## src/rtl/core/pcerb_pkg.sv

```systemverilog
`timescale 1ns / 1ps
// ----------------------------------------------------------------------------
// pcerb_pkg
// Shared widths, constants and types of the per-channel event rate binner.
// ----------------------------------------------------------------------------
package pcerb_pkg;

   localparam int TIME_WIDTH     = 48;
   localparam int COUNT_WIDTH    = 16;
   localparam int CHANNEL_WIDTH  = 6;
   localparam int INTERVAL_WIDTH = 32;

   localparam int DEF_NUM_CHANNELS = 64;
   localparam int CMD_FIFO_DEPTH   = 4;

   localparam int CSR_DATA_WIDTH = 32;
   localparam int CSR_ADDR_WIDTH = 3;

   localparam logic [INTERVAL_WIDTH-1:0] BIN_INTERVAL_RESET = 32'd1500000;

   // register index, taken from paddr above the byte offset
   localparam logic [0:0] CSR_IDX_BIN_INTERVAL = 1'b0;

   typedef struct packed {
      logic                     dump;
      logic [TIME_WIDTH-1:0]    bin_start;
      logic                     cnt_en;
      logic [CHANNEL_WIDTH-1:0] channel;
   } cmd_type;

   typedef enum logic [1:0] {
      BE_IDLE,
      BE_DUMP,
      BE_COUNT
   } be_state_type;

endpackage

```

## src/rtl/core/pcerb_req_if.sv

```systemverilog
`timescale 1ns / 1ps
// ----------------------------------------------------------------------------
// pcerb_req_if
// Spike event channel: valid/ready handshake with timestamp and channel.
// ----------------------------------------------------------------------------
interface pcerb_req_if import pcerb_pkg::*; ();

   logic                     valid;
   logic                     ready;
   logic [TIME_WIDTH-1:0]    spike_time;
   logic [CHANNEL_WIDTH-1:0] channel;

   modport source (output valid, output spike_time, output channel, input ready);
   modport sink   (input valid, input spike_time, input channel, output ready);

endinterface

```

## src/rtl/core/pcerb_rsp_if.sv

```systemverilog
`timescale 1ns / 1ps
// ----------------------------------------------------------------------------
// pcerb_rsp_if
// Bin report channel: one beat per channel count of a closed bin.
// ----------------------------------------------------------------------------
interface pcerb_rsp_if import pcerb_pkg::*; ();

   logic                     valid;
   logic                     ready;
   logic [TIME_WIDTH-1:0]    bin_start;
   logic [CHANNEL_WIDTH-1:0] channel_index;
   logic [COUNT_WIDTH-1:0]   count;
   logic                     last_of_bin;

   modport source (output valid, output bin_start, output channel_index,
                   output count, output last_of_bin, input ready);
   modport sink   (input valid, input bin_start, input channel_index,
                   input count, input last_of_bin, output ready);

endinterface

```

## src/rtl/core/pcerb_ram.sv

```systemverilog
`timescale 1ns / 1ps
// ----------------------------------------------------------------------------
// pcerb_ram
// Generic simple dual-port RAM, one write and one registered read port.
// ----------------------------------------------------------------------------
module pcerb_ram #(
   parameter int WIDTH = 16,
   parameter int DEPTH = 64,
   localparam int ADDR_W = (DEPTH > 1) ? $clog2(DEPTH) : 1
) (
   input  logic              clock,
   input  logic              wr_en,
   input  logic [ADDR_W-1:0] wr_addr,
   input  logic [WIDTH-1:0]  wr_data,
   input  logic              rd_en,
   input  logic [ADDR_W-1:0] rd_addr,
   output logic [WIDTH-1:0]  rd_data
);

   logic [WIDTH-1:0] mem_ff [DEPTH];
   logic [WIDTH-1:0] rd_data_ff;

   always_ff @(posedge clock) begin
      if (wr_en) begin
         mem_ff[wr_addr] <= wr_data;
      end
      if (rd_en) begin
         rd_data_ff <= mem_ff[rd_addr];
      end
   end

   assign rd_data = rd_data_ff;

endmodule

```

## src/rtl/core/pcerb_front.sv

```systemverilog
`timescale 1ns / 1ps
// ----------------------------------------------------------------------------
// pcerb_front
// Takes spike events, tracks base time and bin end, and queues count and
// bin report commands for the back end.
// ----------------------------------------------------------------------------
module pcerb_front import pcerb_pkg::*; #(
   parameter int NUM_CHANNELS = DEF_NUM_CHANNELS
) (
   input  logic                      clock,
   input  logic                      reset,
   input  logic [INTERVAL_WIDTH-1:0] bin_interval,
   input  logic                      req_valid,
   output logic                      req_ready,
   input  logic [TIME_WIDTH-1:0]     req_spike_time,
   input  logic [CHANNEL_WIDTH-1:0]  req_channel,
   input  logic                      cmd_full,
   output logic                      cmd_push,
   output cmd_type                   cmd
);

   logic                     stg_valid_ff, stg_valid_in;
   logic [TIME_WIDTH-1:0]    stg_time_ff, stg_time_in;
   logic [CHANNEL_WIDTH-1:0] stg_ch_ff, stg_ch_in;
   logic                     started_ff, started_in;
   logic [TIME_WIDTH-1:0]    base_ff, base_in;
   logic [TIME_WIDTH-1:0]    bin_end_ff, bin_end_in;

   logic                  accept;
   logic [TIME_WIDTH-1:0] interval_ext;
   logic [TIME_WIDTH-1:0] now;
   logic                  dump;
   logic [TIME_WIDTH:0]   end_sum;
   logic [TIME_WIDTH-1:0] bin_end_adv;

   assign cmd_push     = stg_valid_ff && !cmd_full;
   assign req_ready    = !stg_valid_ff || cmd_push;
   assign accept       = req_valid && req_ready;
   assign interval_ext = TIME_WIDTH'(bin_interval);

   // relative time, clamped at zero before the base
   assign now  = (stg_time_ff >= base_ff) ? (stg_time_ff - base_ff) : '0;
   assign dump = now > bin_end_ff;

   assign end_sum     = {1'b0, bin_end_ff} + {1'b0, interval_ext};
   assign bin_end_adv = end_sum[TIME_WIDTH] ? '1 : end_sum[TIME_WIDTH-1:0];

   always_comb begin
      cmd.dump      = dump;
      cmd.bin_start = (bin_end_ff >= interval_ext) ? (bin_end_ff - interval_ext) : '0;
      cmd.cnt_en    = 32'(stg_ch_ff) < NUM_CHANNELS;
      cmd.channel   = stg_ch_ff;
   end

   always_comb begin
      stg_valid_in = stg_valid_ff;
      stg_time_in  = stg_time_ff;
      stg_ch_in    = stg_ch_ff;
      started_in   = started_ff;
      base_in      = base_ff;
      bin_end_in   = bin_end_ff;
      if (cmd_push) begin
         stg_valid_in = 1'b0;
         if (dump) begin
            bin_end_in = bin_end_adv;
         end
      end
      if (accept) begin
         stg_valid_in = 1'b1;
         stg_time_in  = req_spike_time;
         stg_ch_in    = req_channel;
         // first event opens the first bin
         if (!started_ff) begin
            started_in = 1'b1;
            base_in    = req_spike_time;
            bin_end_in = interval_ext;
         end
      end
   end

   always_ff @(posedge clock) begin
      if (reset) begin
         stg_valid_ff <= 1'b0;
         started_ff   <= 1'b0;
         base_ff      <= '0;
         bin_end_ff   <= '0;
      end else begin
         stg_valid_ff <= stg_valid_in;
         started_ff   <= started_in;
         base_ff      <= base_in;
         bin_end_ff   <= bin_end_in;
      end
   end

   always_ff @(posedge clock) begin
      stg_time_ff <= stg_time_in;
      stg_ch_ff   <= stg_ch_in;
   end

endmodule

```

## src/rtl/core/pcerb_cmd_fifo.sv

```systemverilog
`timescale 1ns / 1ps
// ----------------------------------------------------------------------------
// pcerb_cmd_fifo
// Short command queue between the front end and the back end.
// ----------------------------------------------------------------------------
module pcerb_cmd_fifo import pcerb_pkg::*; (
   input  logic    clock,
   input  logic    reset,
   input  logic    push,
   input  cmd_type push_cmd,
   output logic    full,
   input  logic    pop,
   output cmd_type head,
   output logic    empty
);

   localparam int PTR_W = (CMD_FIFO_DEPTH > 1) ? $clog2(CMD_FIFO_DEPTH) : 1;
   localparam int CNT_W = $clog2(CMD_FIFO_DEPTH + 1);

   cmd_type          entry_ff [CMD_FIFO_DEPTH];
   logic [PTR_W-1:0] wr_ptr_ff, wr_ptr_in;
   logic [PTR_W-1:0] rd_ptr_ff, rd_ptr_in;
   logic [CNT_W-1:0] fill_ff, fill_in;

   function automatic logic [PTR_W-1:0] ptr_next(input logic [PTR_W-1:0] ptr);
      return (ptr == PTR_W'(CMD_FIFO_DEPTH - 1)) ? '0 : ptr + 1'b1;
   endfunction

   assign full  = fill_ff == CNT_W'(CMD_FIFO_DEPTH);
   assign empty = fill_ff == '0;
   assign head  = entry_ff[rd_ptr_ff];

   always_comb begin
      wr_ptr_in = push ? ptr_next(wr_ptr_ff) : wr_ptr_ff;
      rd_ptr_in = pop ? ptr_next(rd_ptr_ff) : rd_ptr_ff;
      fill_in   = fill_ff;
      if (push && !pop) begin
         fill_in = fill_ff + 1'b1;
      end else if (pop && !push) begin
         fill_in = fill_ff - 1'b1;
      end
   end

   always_ff @(posedge clock) begin
      if (reset) begin
         wr_ptr_ff <= '0;
         rd_ptr_ff <= '0;
         fill_ff   <= '0;
      end else begin
         wr_ptr_ff <= wr_ptr_in;
         rd_ptr_ff <= rd_ptr_in;
         fill_ff   <= fill_in;
      end
   end

   always_ff @(posedge clock) begin
      if (push) begin
         entry_ff[wr_ptr_ff] <= push_cmd;
      end
   end

endmodule

```

## src/rtl/core/pcerb_back.sv

```systemverilog
`timescale 1ns / 1ps
// ----------------------------------------------------------------------------
// pcerb_back
// Executes queued commands: streams bin reports out of the count memory
// and updates per-channel counters by read-modify-write.
// ----------------------------------------------------------------------------
module pcerb_back import pcerb_pkg::*; #(
   parameter int NUM_CHANNELS = DEF_NUM_CHANNELS
) (
   input  logic                     clock,
   input  logic                     reset,
   input  logic                     cmd_empty,
   input  cmd_type                  cmd_head,
   output logic                     cmd_pop,
   output logic                     rsp_valid,
   input  logic                     rsp_ready,
   output logic [TIME_WIDTH-1:0]    rsp_bin_start,
   output logic [CHANNEL_WIDTH-1:0] rsp_channel_index,
   output logic [COUNT_WIDTH-1:0]   rsp_count,
   output logic                     rsp_last_of_bin
);

   localparam int CH_IDX_W = (NUM_CHANNELS > 1) ? $clog2(NUM_CHANNELS) : 1;

   be_state_type state_ff, state_in;
   cmd_type      cmd_ff, cmd_in;

   logic [CH_IDX_W-1:0]     idx_ff, idx_in;
   logic [NUM_CHANNELS-1:0] vld_ff, vld_in;
   logic [CH_IDX_W-1:0]     rd_addr_ff;
   logic                    fwd_ff;
   logic [COUNT_WIDTH-1:0]  fwd_data_ff;

   logic                     rsp_valid_ff, rsp_valid_in;
   logic [TIME_WIDTH-1:0]    rsp_bin_start_ff;
   logic [CHANNEL_WIDTH-1:0] rsp_channel_index_ff;
   logic [COUNT_WIDTH-1:0]   rsp_count_ff;
   logic                     rsp_last_ff;

   logic                   rd_en;
   logic [CH_IDX_W-1:0]    rd_addr;
   logic [COUNT_WIDTH-1:0] rd_data;
   logic [COUNT_WIDTH-1:0] rd_val;
   logic                   wr_en;
   logic [CH_IDX_W-1:0]    wr_addr;
   logic [COUNT_WIDTH-1:0] wr_data;
   logic                   load_ok;
   logic                   load;
   logic                   vld_clr;
   logic                   last_ch;

   pcerb_ram #(
      .WIDTH (COUNT_WIDTH),
      .DEPTH (NUM_CHANNELS)
   ) u_count_ram (
      .clock   (clock),
      .wr_en   (wr_en),
      .wr_addr (wr_addr),
      .wr_data (wr_data),
      .rd_en   (rd_en),
      .rd_addr (rd_addr),
      .rd_data (rd_data)
   );

   // entries without a valid bit read as zero; same-cycle write is bypassed
   assign rd_val  = fwd_ff ? fwd_data_ff : (vld_ff[rd_addr_ff] ? rd_data : '0);
   assign wr_addr = CH_IDX_W'(cmd_ff.channel);
   assign wr_data = (rd_val == '1) ? rd_val : rd_val + 1'b1;
   assign load_ok = !rsp_valid_ff || rsp_ready;
   assign last_ch = idx_ff == CH_IDX_W'(NUM_CHANNELS - 1);

   // outputs of the state machine
   always_comb begin
      cmd_pop = 1'b0;
      rd_en   = 1'b0;
      rd_addr = idx_ff;
      wr_en   = 1'b0;
      load    = 1'b0;
      vld_clr = 1'b0;
      case (state_ff)
         BE_IDLE, BE_COUNT: begin
            wr_en = state_ff == BE_COUNT;
            if (!cmd_empty) begin
               cmd_pop = 1'b1;
               if (cmd_head.dump) begin
                  rd_en   = 1'b1;
                  rd_addr = '0;
               end else if (cmd_head.cnt_en) begin
                  rd_en   = 1'b1;
                  rd_addr = CH_IDX_W'(cmd_head.channel);
               end
            end
         end
         BE_DUMP: begin
            if (load_ok) begin
               load = 1'b1;
               if (last_ch) begin
                  vld_clr = 1'b1;
                  if (cmd_ff.cnt_en) begin
                     rd_en   = 1'b1;
                     rd_addr = CH_IDX_W'(cmd_ff.channel);
                  end
               end else begin
                  rd_en   = 1'b1;
                  rd_addr = idx_ff + 1'b1;
               end
            end
         end
         default: begin
         end
      endcase
   end

   // next state
   always_comb begin
      state_in = state_ff;
      case (state_ff)
         BE_IDLE, BE_COUNT: begin
            if (cmd_empty) begin
               state_in = BE_IDLE;
            end else if (cmd_head.dump) begin
               state_in = BE_DUMP;
            end else if (cmd_head.cnt_en) begin
               state_in = BE_COUNT;
            end else begin
               state_in = BE_IDLE;
            end
         end
         BE_DUMP: begin
            if (load_ok && last_ch) begin
               state_in = cmd_ff.cnt_en ? BE_COUNT : BE_IDLE;
            end
         end
         default: state_in = BE_IDLE;
      endcase
   end

   always_comb begin
      cmd_in = cmd_pop ? cmd_head : cmd_ff;
      idx_in = idx_ff;
      if (cmd_pop) begin
         idx_in = '0;
      end else if (load && !last_ch) begin
         idx_in = idx_ff + 1'b1;
      end
      vld_in = vld_ff;
      if (vld_clr) begin
         vld_in = '0;
      end else if (wr_en) begin
         vld_in[wr_addr] = 1'b1;
      end
      rsp_valid_in = rsp_valid_ff;
      if (load) begin
         rsp_valid_in = 1'b1;
      end else if (rsp_ready) begin
         rsp_valid_in = 1'b0;
      end
   end

   always_ff @(posedge clock) begin
      if (reset) begin
         state_ff     <= BE_IDLE;
         vld_ff       <= '0;
         rsp_valid_ff <= 1'b0;
         fwd_ff       <= 1'b0;
      end else begin
         state_ff     <= state_in;
         vld_ff       <= vld_in;
         rsp_valid_ff <= rsp_valid_in;
         if (rd_en) begin
            fwd_ff <= wr_en && (wr_addr == rd_addr);
         end
      end
   end

   always_ff @(posedge clock) begin
      cmd_ff <= cmd_in;
      idx_ff <= idx_in;
      if (rd_en) begin
         rd_addr_ff  <= rd_addr;
         fwd_data_ff <= wr_data;
      end
      if (load) begin
         rsp_bin_start_ff     <= cmd_ff.bin_start;
         rsp_channel_index_ff <= CHANNEL_WIDTH'(idx_ff);
         rsp_count_ff         <= rd_val;
         rsp_last_ff          <= last_ch;
      end
   end

   assign rsp_valid         = rsp_valid_ff;
   assign rsp_bin_start     = rsp_bin_start_ff;
   assign rsp_channel_index = rsp_channel_index_ff;
   assign rsp_count         = rsp_count_ff;
   assign rsp_last_of_bin   = rsp_last_ff;

endmodule

```

## src/rtl/core/per_channel_event_rate_binner_core.sv

```systemverilog
`timescale 1ns / 1ps
// ----------------------------------------------------------------------------
// per_channel_event_rate_binner_core
// Bins timestamped spike events into per-channel counts over fixed intervals
// and reports all channel counts each time a bin closes.
// ----------------------------------------------------------------------------
// The first event after reset sets the base time; each later event whose
// relative time lies past the current bin end closes the bin, which is
// reported as NUM_CHANNELS beats in channel order (last_of_bin on the final
// one); the bin end moves on by one bin_interval as the bin closes and the
// counters restart after the report. The front end takes one event per cycle
// while its four-entry command queue has room. The back end counts one event
// per cycle through a read-modify-write of the count memory; a bin report
// sends one beat per cycle while the sink is ready. Counters clear through
// per-channel valid bits, so there is no clearing pass after reset.
// ----------------------------------------------------------------------------
module per_channel_event_rate_binner_core import pcerb_pkg::*; #(
   parameter int NUM_CHANNELS = DEF_NUM_CHANNELS
) (
   input  logic                      clock,
   input  logic                      reset,
   pcerb_req_if.sink                 req_chan,
   pcerb_rsp_if.source               rsp_chan,
   input  logic                      csr_psel,
   input  logic                      csr_penable,
   input  logic                      csr_pwrite,
   input  logic [CSR_ADDR_WIDTH-1:0] csr_paddr,
   input  logic [CSR_DATA_WIDTH-1:0] csr_pwdata,
   output logic [CSR_DATA_WIDTH-1:0] csr_prdata,
   output logic                      csr_pready
);

   logic [INTERVAL_WIDTH-1:0] bin_interval_ff, bin_interval_in;
   logic                      csr_wr;
   logic                      csr_hit;

   cmd_type push_cmd;
   cmd_type head_cmd;
   logic    cmd_push;
   logic    cmd_full;
   logic    cmd_pop;
   logic    cmd_empty;

   assign csr_pready = 1'b1;
   assign csr_hit    = csr_paddr[CSR_ADDR_WIDTH-1:2] == CSR_IDX_BIN_INTERVAL;
   assign csr_wr     = csr_psel && csr_penable && csr_pwrite && csr_pready && csr_hit;
   assign csr_prdata = csr_hit ? CSR_DATA_WIDTH'(bin_interval_ff) : '0;

   assign bin_interval_in = csr_wr ? INTERVAL_WIDTH'(csr_pwdata) : bin_interval_ff;

   always_ff @(posedge clock) begin
      if (reset) begin
         bin_interval_ff <= BIN_INTERVAL_RESET;
      end else begin
         bin_interval_ff <= bin_interval_in;
      end
   end

   pcerb_front #(
      .NUM_CHANNELS (NUM_CHANNELS)
   ) u_front (
      .clock          (clock),
      .reset          (reset),
      .bin_interval   (bin_interval_ff),
      .req_valid      (req_chan.valid),
      .req_ready      (req_chan.ready),
      .req_spike_time (req_chan.spike_time),
      .req_channel    (req_chan.channel),
      .cmd_full       (cmd_full),
      .cmd_push       (cmd_push),
      .cmd            (push_cmd)
   );

   pcerb_cmd_fifo u_cmd_fifo (
      .clock    (clock),
      .reset    (reset),
      .push     (cmd_push),
      .push_cmd (push_cmd),
      .full     (cmd_full),
      .pop      (cmd_pop),
      .head     (head_cmd),
      .empty    (cmd_empty)
   );

   pcerb_back #(
      .NUM_CHANNELS (NUM_CHANNELS)
   ) u_back (
      .clock             (clock),
      .reset             (reset),
      .cmd_empty         (cmd_empty),
      .cmd_head          (head_cmd),
      .cmd_pop           (cmd_pop),
      .rsp_valid         (rsp_chan.valid),
      .rsp_ready         (rsp_chan.ready),
      .rsp_bin_start     (rsp_chan.bin_start),
      .rsp_channel_index (rsp_chan.channel_index),
      .rsp_count         (rsp_chan.count),
      .rsp_last_of_bin   (rsp_chan.last_of_bin)
   );

endmodule
```

## src/flat_wrapper.sv

```systemverilog
// flat-port wrapper written by rule: the top's interface ports become plain ports
module per_channel_event_rate_binner_core_flat import pcerb_pkg::*;
#(
   parameter int NUM_CHANNELS = DEF_NUM_CHANNELS
)
  (clock, reset, csr_psel, csr_penable, csr_pwrite, csr_paddr, csr_pwdata, csr_prdata, csr_pready, req_chan_valid, req_chan_spike_time, req_chan_channel, req_chan_ready, rsp_chan_valid, rsp_chan_bin_start, rsp_chan_channel_index, rsp_chan_count, rsp_chan_last_of_bin, rsp_chan_ready);
  pcerb_req_if req_chan_i ();
  pcerb_rsp_if rsp_chan_i ();
  input  logic clock;
  input  logic reset;
  input  logic csr_psel;
  input  logic csr_penable;
  input  logic csr_pwrite;
  input  logic [CSR_ADDR_WIDTH-1:0] csr_paddr;
  input  logic [CSR_DATA_WIDTH-1:0] csr_pwdata;
  output logic [CSR_DATA_WIDTH-1:0] csr_prdata;
  output logic csr_pready;
  input wire logic [$bits(req_chan_i.valid)-1:0] req_chan_valid;
  input wire logic [$bits(req_chan_i.spike_time)-1:0] req_chan_spike_time;
  input wire logic [$bits(req_chan_i.channel)-1:0] req_chan_channel;
  output wire logic [$bits(req_chan_i.ready)-1:0] req_chan_ready;
  output wire logic [$bits(rsp_chan_i.valid)-1:0] rsp_chan_valid;
  output wire logic [$bits(rsp_chan_i.bin_start)-1:0] rsp_chan_bin_start;
  output wire logic [$bits(rsp_chan_i.channel_index)-1:0] rsp_chan_channel_index;
  output wire logic [$bits(rsp_chan_i.count)-1:0] rsp_chan_count;
  output wire logic [$bits(rsp_chan_i.last_of_bin)-1:0] rsp_chan_last_of_bin;
  input wire logic [$bits(rsp_chan_i.ready)-1:0] rsp_chan_ready;
  assign req_chan_i.valid = req_chan_valid;
  assign req_chan_i.spike_time = req_chan_spike_time;
  assign req_chan_i.channel = req_chan_channel;
  assign req_chan_ready = req_chan_i.ready;
  assign rsp_chan_valid = rsp_chan_i.valid;
  assign rsp_chan_bin_start = rsp_chan_i.bin_start;
  assign rsp_chan_channel_index = rsp_chan_i.channel_index;
  assign rsp_chan_count = rsp_chan_i.count;
  assign rsp_chan_last_of_bin = rsp_chan_i.last_of_bin;
  assign rsp_chan_i.ready = rsp_chan_ready;
  per_channel_event_rate_binner_core #(.NUM_CHANNELS(NUM_CHANNELS)) u_core (.clock(clock), .reset(reset), .req_chan(req_chan_i), .rsp_chan(rsp_chan_i), .csr_psel(csr_psel), .csr_penable(csr_penable), .csr_pwrite(csr_pwrite), .csr_paddr(csr_paddr), .csr_pwdata(csr_pwdata), .csr_prdata(csr_prdata), .csr_pready(csr_pready));
endmodule
```

## config.mk

```make
export PLATFORM = sky130hd
export DESIGN_NAME = per_channel_event_rate_binner_core_flat
export DESIGN_NICKNAME = d
export VERILOG_FILES = /design/src/rtl/core/pcerb_pkg.sv /design/src/rtl/core/pcerb_req_if.sv /design/src/rtl/core/pcerb_rsp_if.sv /design/src/rtl/core/pcerb_ram.sv /design/src/rtl/core/pcerb_front.sv /design/src/rtl/core/pcerb_cmd_fifo.sv /design/src/rtl/core/pcerb_back.sv /design/src/rtl/core/per_channel_event_rate_binner_core.sv /design/src/flat_wrapper.sv
export SDC_FILE = /design/constraint.sdc
export NUM_CORES = 2
export LEC_CHECK = 0
export BUFFER_PORTS_ARGS = -buffer_cell sky130_fd_sc_hd__buf_4
export CAP_MARGIN = 20
export CORE_AREA = 2 2 431 433
export CTS_BUF_LIST = sky130_fd_sc_hd__clkbuf_16
export DETAILED_ROUTE_END_ITERATION = 8
export DIE_AREA = 0 0 433 435
export PLACE_DENSITY_LB_ADDON = 0.05
export SLEW_MARGIN = 0
export SYNTH_ARGS = -nofsm -noshare
export SYNTH_HDL_FRONTEND = slang
export SYNTH_HIERARCHICAL = 1
export SYNTH_SLANG_ARGS = --single-unit
```

## constraint.sdc

```tcl
create_clock -name clock -period 9.2 [get_ports clock]
set_input_delay 0.92 -clock clock [delete_from_list [all_inputs] [get_ports clock]]
set_output_delay 0.92 -clock clock [all_outputs]
set_load 0.05 [all_outputs]
```

# Word-level counts from Yosys, hierarchy flattened
# Memory sizes are Yosys's and may differ from the RTL's. A register that Yosys moved wholly into a read port is not among the register bits.
# Cells that the tools add are included.
# classes
n_addsub	9
n_lt_le_gt_ge	6
eq_ne	9
n_mux	57
bitwise_logic	3
n_reduce_logical	27
# ops
cell	count
$mux W48	7
$or A64 B64 Y64	1
$add A48 B32 Y49	1
$ge A48 B32 Y1	1
$ge A48 B48 Y1	1
$gt A48 B48 Y1	1
$mux W16	3
$sub A48 B32 Y48	1
$sub A48 B48 Y48	1
$mux W6	6
$mux W32	1
$mux W1	24
$mux W2	9
$add A16 B1 Y16 const B	1
$eq A16 B16 Y1 const B	1
$lt A6 B7 Y1 const B	2
$pmux W6 S2	1
$logic_and A1 B1 Y1	11
$add A6 B1 Y6 const B	1
$bmux W1 S6	1
$demux W1 S6	1
$eq A2 B2 Y1 const B	3
$eq A6 B6 Y1	1
$eq A6 B6 Y1 const B	1
18 further kinds	30
# totals
reg_bits	413
ram_bits	1244
in_bits	96
out_inout_bits	106
word_cells	137
mem_count	2
# memory_table
memory	words	width	read_ports	rd_clocked_by_memory_dff	wr	line_no	text
u_core.u_back.u_count_ram.mem_ff	64	16	1	1	1	pcerb_ram.sv:20	logic [WIDTH-1:0] mem_ff [DEPTH];
u_core.u_cmd_fifo.entry_ff	4	55	1	1	1	pcerb_cmd_fifo.sv:20	cmd_type entry_ff [CMD_FIFO_DEPTH];

# Longest topological paths before layout
# logic_depth
depth_word	7
ltp_mapped	25
mapped_depth_nobuf	23

# By module
# Netlist, hierarchy kept.
# by_module_without_submodules
module	instances	cells_each	area_per_inst_um2	seq_area_each_um2
pcerb_ram	1	1829	40202.3	31230.0
pcerb_front	1	1882	14153.6	3583.4
pcerb_back	1	678	8639.5	5925.7
pcerb_cmd_fifo	1	336	8555.7	6906.6
per_channel_event_rate_binner_core	1	177	1647.8	640.6

# Worst setup path after synthesis
# Ideal clock, no wire load.
# synth_path
kind	register -> register
from	register u_core.u_back.rd_addr_ff[0]
to	register u_core.u_back.fwd_data_ff[12] (data pin)
setup_ns	0.709
t_arrival_ns	5.030
required_ns	8.491
setup_slack_ns	3.461
path_stages_with_launch	11
n_path_buf	1
synth_period_minus_slack_ns	5.739
path_cell_list	edfxtp_1 -> mux4_2 -> nor3b_1 -> or4_1 -> a21oi_1 -> o21a_1 -> nor3_1 -> clkbuf_1 -> o21a_1 -> and3_1 -> o21ai_0
# synth_via
elab_chain_cells	6
elab_cells_between_ends	7
classes_between	add/sub: 1; eq/ne: 1; mux: 5
# synth_lines
element	line_no	text
from (decl)	pcerb_back.sv:30	logic [CH_IDX_W-1:0] rd_addr_ff;
from (signal assigned)	pcerb_back.sv:180	rd_addr_ff <= rd_addr;
$bmux W1 S6 (*)	pcerb_back.sv:66	assign rd_val = fwd_ff ? fwd_data_ff : (vld_ff[rd_addr_ff] ? rd_data : '0);
$mux W1 (not written as such) (*)	pcerb_back.sv:66	
$mux W16 (*) (2 in a row)	pcerb_back.sv:66	
$add A16 B1 Y16 or $eq A16 B16 Y1 (tied branches)	pcerb_back.sv:68	assign wr_data = (rd_val == '1) ? rd_val : rd_val + 1'b1;
$mux W16 (*)	pcerb_back.sv:68	
net u_core.u_back.wr_data[12]	pcerb_back.sv:46	logic [COUNT_WIDTH-1:0] wr_data;
to (signal assigned)	pcerb_back.sv:181	fwd_data_ff <= wr_data;
to (decl)	pcerb_back.sv:32	logic [COUNT_WIDTH-1:0] fwd_data_ff;
# The timed path passes the listed nets; every way through them passes the cells marked *. The select of a mux whose other input is x is not followed.
# A chain may end at the register's enable or synchronous reset.

# Worst setup path after layout
# layout_path
from	register u_core.u_front.stg_time_ff[0]
to	register u_core.u_front.bin_end_ff[2]
# layout_via
elab_chain_cells	7
elab_cells_between_ends	8
classes_between	add/sub: 1; order compare: 2; mux: 5
# layout_lines
element	line_no	text
from (decl)	pcerb_front.sv:23	logic [TIME_WIDTH-1:0] stg_time_ff, stg_time_in;
from (signal assigned)	pcerb_front.sv:96	stg_time_ff <= stg_time_in;
$sub A48 B48 Y48 or $ge A48 B48 Y1 (tied branches)	pcerb_front.sv:42	assign now = (stg_time_ff >= base_ff) ? (stg_time_ff - base_ff) : '0;
$mux W48 (*)	pcerb_front.sv:42	
$gt A48 B48 Y1 (*)	pcerb_front.sv:43	assign dump = now > bin_end_ff;
$mux W48 (*)	pcerb_front.sv:64	if (dump) begin
$mux W48 (*)	pcerb_front.sv:62	if (cmd_push) begin
$mux W48	pcerb_front.sv:73	if (!started_ff) begin
$mux W48 (*)	pcerb_front.sv:68	if (accept) begin
to (signal assigned)	pcerb_front.sv:91	bin_end_ff <= bin_end_in;
to (decl)	pcerb_front.sv:27	logic [TIME_WIDTH-1:0] bin_end_ff, bin_end_in;
# Every way passes the cells marked *; elsewhere a longest branch is shown, timed or not.

==> impl_metrics.ini <==
[status]
status = finished clean

[cts]
insertion_delay_ns = 0.82
clk_path_buf_depth = 3
root_buffer = clkbuf_16
cts_buffers = 184
postCtsHoldBufs = 0
post_cts_buffers = 0
clock_sinks = 1679
cts_tree = done
path_clk_slew_ns = 0.06
cts_resized = 0
h-tree-depth = 4

[timing]
fin_tns_setup_ns = 0
drv_slew = 0
slew_headroom_pct = 23.8
skew_ns = 0.0339
setup_viol = 0
clock.fmax_mhz = 133
tightest_slew_ns = 1.14
fin_crit_sh_pct = 81.5
whs_ns = 0.284
setup_slack_ns = 1.71
rsz0062_at_grt = no
finalHoldViolations = 0
min_period_ns = 7.49

[power]
seqPwrFrac_pct = 38.5
switchingPower_mw = 10.2
cellLeakagePower_nw = 28.2
powerDensity_mw_per_mm2 = 336
p_int_mw = 17.8
switching_share_pct = 36.6
vdd_drop_max_mv = 0.273
p_clk_share_pct = 24.6
pwr-share-comb_pct = 36.8

[logic_synthesis]
async_reset_ff_share_pct = 0
synth_edf_count = 1466
syn_avg_cell_area_um2 = 14.9
synthAdderAreaFrac_pct = 2.96
yosysTopAreaCell = edfxtp_1
synth.most_common_cell = edfxtp_1
synth_xor_area_share_pct = 1.42
synth_cell_types = 104
synth.area.mux_share_pct = 11.3
synth_compound_gate_area_share_pct = 7.66
yosys_warnings = 6
yosys.area_share.simple_pct = 7.54
synth_nets = 5169
synthCells = 4902
synth.yosys.seq_area_share_pct = 66.0
syn-cell-area_mm2 = 0.0732
yosysTopAreaCellShare_pct = 60.1
ys_seq_elements = 1679
synth_area_leaders = edfxtp_1, mux4_2, dfxtp_1, ha_1, a21oi_1
ys.flop_type = edfxtp_1
synth_top_family_by_area = multiplexers
synth_common_cells = edfxtp_1, nor2_1, nand2_1, a21oi_1, mux4_2

[route]
routed_wl_um = 198000
drc = 0
routedWlPerCell_um = 25.4
firstDrtPassIters = 5
vias = 42597
viasPerCell = 5.45
antenna_left = 0
drt_iter0_markers = 3638

[global_route]
grt_pass1_vias = 42381
grt_first_pass_wirelength_um = 290000
grt_overflow_total = 0
grt.total_usage_pct = 20.9
antenna_found_initial = 9
grt_start_max_net_pins = 104

[worst_setup_path]
cp_max_fo = 30
path_class = reg2reg
worstPathRequired_ns = 9.82
cp.arrival_ns = 8.11
cp-end-kind = flop
critPathLaunch = u_core/u_front/stg_time_ff[0]
rr_startpoint = u_core/u_front/stg_time_ff[0]
start_kind = flop

[floorplan]
die_w_um = 433
pin_count = 202
start_util_pct = 39.8
core_mm2 = 0.184
die_h_um = 435
die_area_mm2 = 0.188
num_rows = 158

[flow_run]
cap_violations = 0

[final_layout]
synthToLayoutAreaGrowth_pct = 13.9
drive_above_1_share_pct = 18.4
num-nets-final = 5439
utilization_pct = 45.3

[placement]
pre_cts_ws_ns = 1.77
portBuffers = 198
gp_congestion = 0.844
dp_hpwl_um = 129000

[hold_path]
min_from = req_chan_spike_time[28]
hold_class = in2reg
==> worst max-delay path, cell delays in order, from the launching register on <==
cell	delay, ns
edfxtp_1	0.37
inv_1	0.07
ha_1	0.17
inv_1	0.06
fa_1	0.40
a21oi_1	0.21
o211ai_1	0.16
nor4b_1	0.46
nor2_1	0.23
a211oi_2	0.55
o211ai_1	0.24
a311oi_4	0.66
buf_4	0.43
nor2_1	0.11
ha_1	0.30
a21oi_1	0.14
o21ai_0	0.11
a2111oi_0	0.41
a21boi_0	0.23
a2111o_1	0.42
nand3_1	0.09
buf_4	0.31
nor2_1	0.17
nor2_2	0.78
a221oi_1	0.19
==> worst paths after layout <==
path | depth (start not counted) | slack, ns | to
setup / recovery | 24 | 1.71 | u_core/u_front/bin_end_ff[2]
hold / removal | 1 | 0.28 | u_core/u_front/stg_time_ff[28]
setup reg to reg | 24 | 1.71 | u_core/u_front/bin_end_ff[2]
hold reg to reg | 0 | 0.41 | u_core/u_back/rsp_bin_start[41]
==> cells by family after synthesis <==
kind of cell,after synthesis
buffers and inverters,454
DFF,1679
adders and majority gates,171
AOI/OAI and AO/OA,844
xor gates and xnor gates,119
and+or+nand+nor,1168
muxes,465
other,2
==> power groups by stage <==
stage	clock (mW)	sequential, mW	combinational, mW
after floorplan	0	11.2	6.44
after global placement	0	11.0	10.4
after detailed placement	0	11.0	10.5
after CTS	7.09	10.8	10.5
after global routing	7.39	10.9	11.1
final	6.90	10.8	10.3
==> state kept, by name, summed over array words and instances (netlist names), 48 cells and up, named ones only <==
name	cells
u_core/u_back/rsp_bin_start	48
u_core/u_back/cmd_ff	49
u_core/u_cmd_fifo/entry_ff	224
u_core/u_back/vld_ff	64
u_core/u_back/u_count_ram/mem_ff	1024
u_core/u_front/bin_end_ff	48
u_core/u_front/base_ff	48
u_core/u_front/stg_time_ff	48
==> layer usage <==
metal | global-route usage [%] | up-vias | share of wire [%]
met5 | 0 | - | 0
met4 | 4.56 | 0 | 1.7
met3 | 3.02 | 207 | 5.0
met2 | 32.4 | 1064 | 46
met1 | 31.1 | 21876 | 47
li1 | - | 19450 | -
==> layout by cell type, fill, tap and decap left out, types with 104 or more instances in the layout <==
cell type	instances
edfxtp_1	1466
nor2_1	372
buf_4	330
nand2_1	313
a21oi_1	305
mux4_2	280
inv_1	246
dfxtp_1	211
clkbuf_16	189
ha_1	167
mux2i_1	148
o21ai_0	104
==> through the flow <==
stage	instance area [µm²]	total power [mW]	std cells
after floorplan	73200	17.7	4902
after global placement	77600	21.3	7458
after detailed placement	77700	21.4	7462
after CTS	83300	28.4	7799
after global routing	83400	29.3	7804
final	83400	28.0	7809
==> final cells by class <==
cell class / instances / area [µm²]
clock buffers: 189 / 4730
flip-flops and latches: 1679 / 48300
diodes: 6 / 15.0
well taps: 2480 / 3100
multi-input cells: 2769 / 22900
inverters: 195 / 733
repair buffers: 343 / 2700
fillers: 16488 / 101000
clock inverters: 148 / 920
Note: power is estimated with default switching activity, not from simulation.
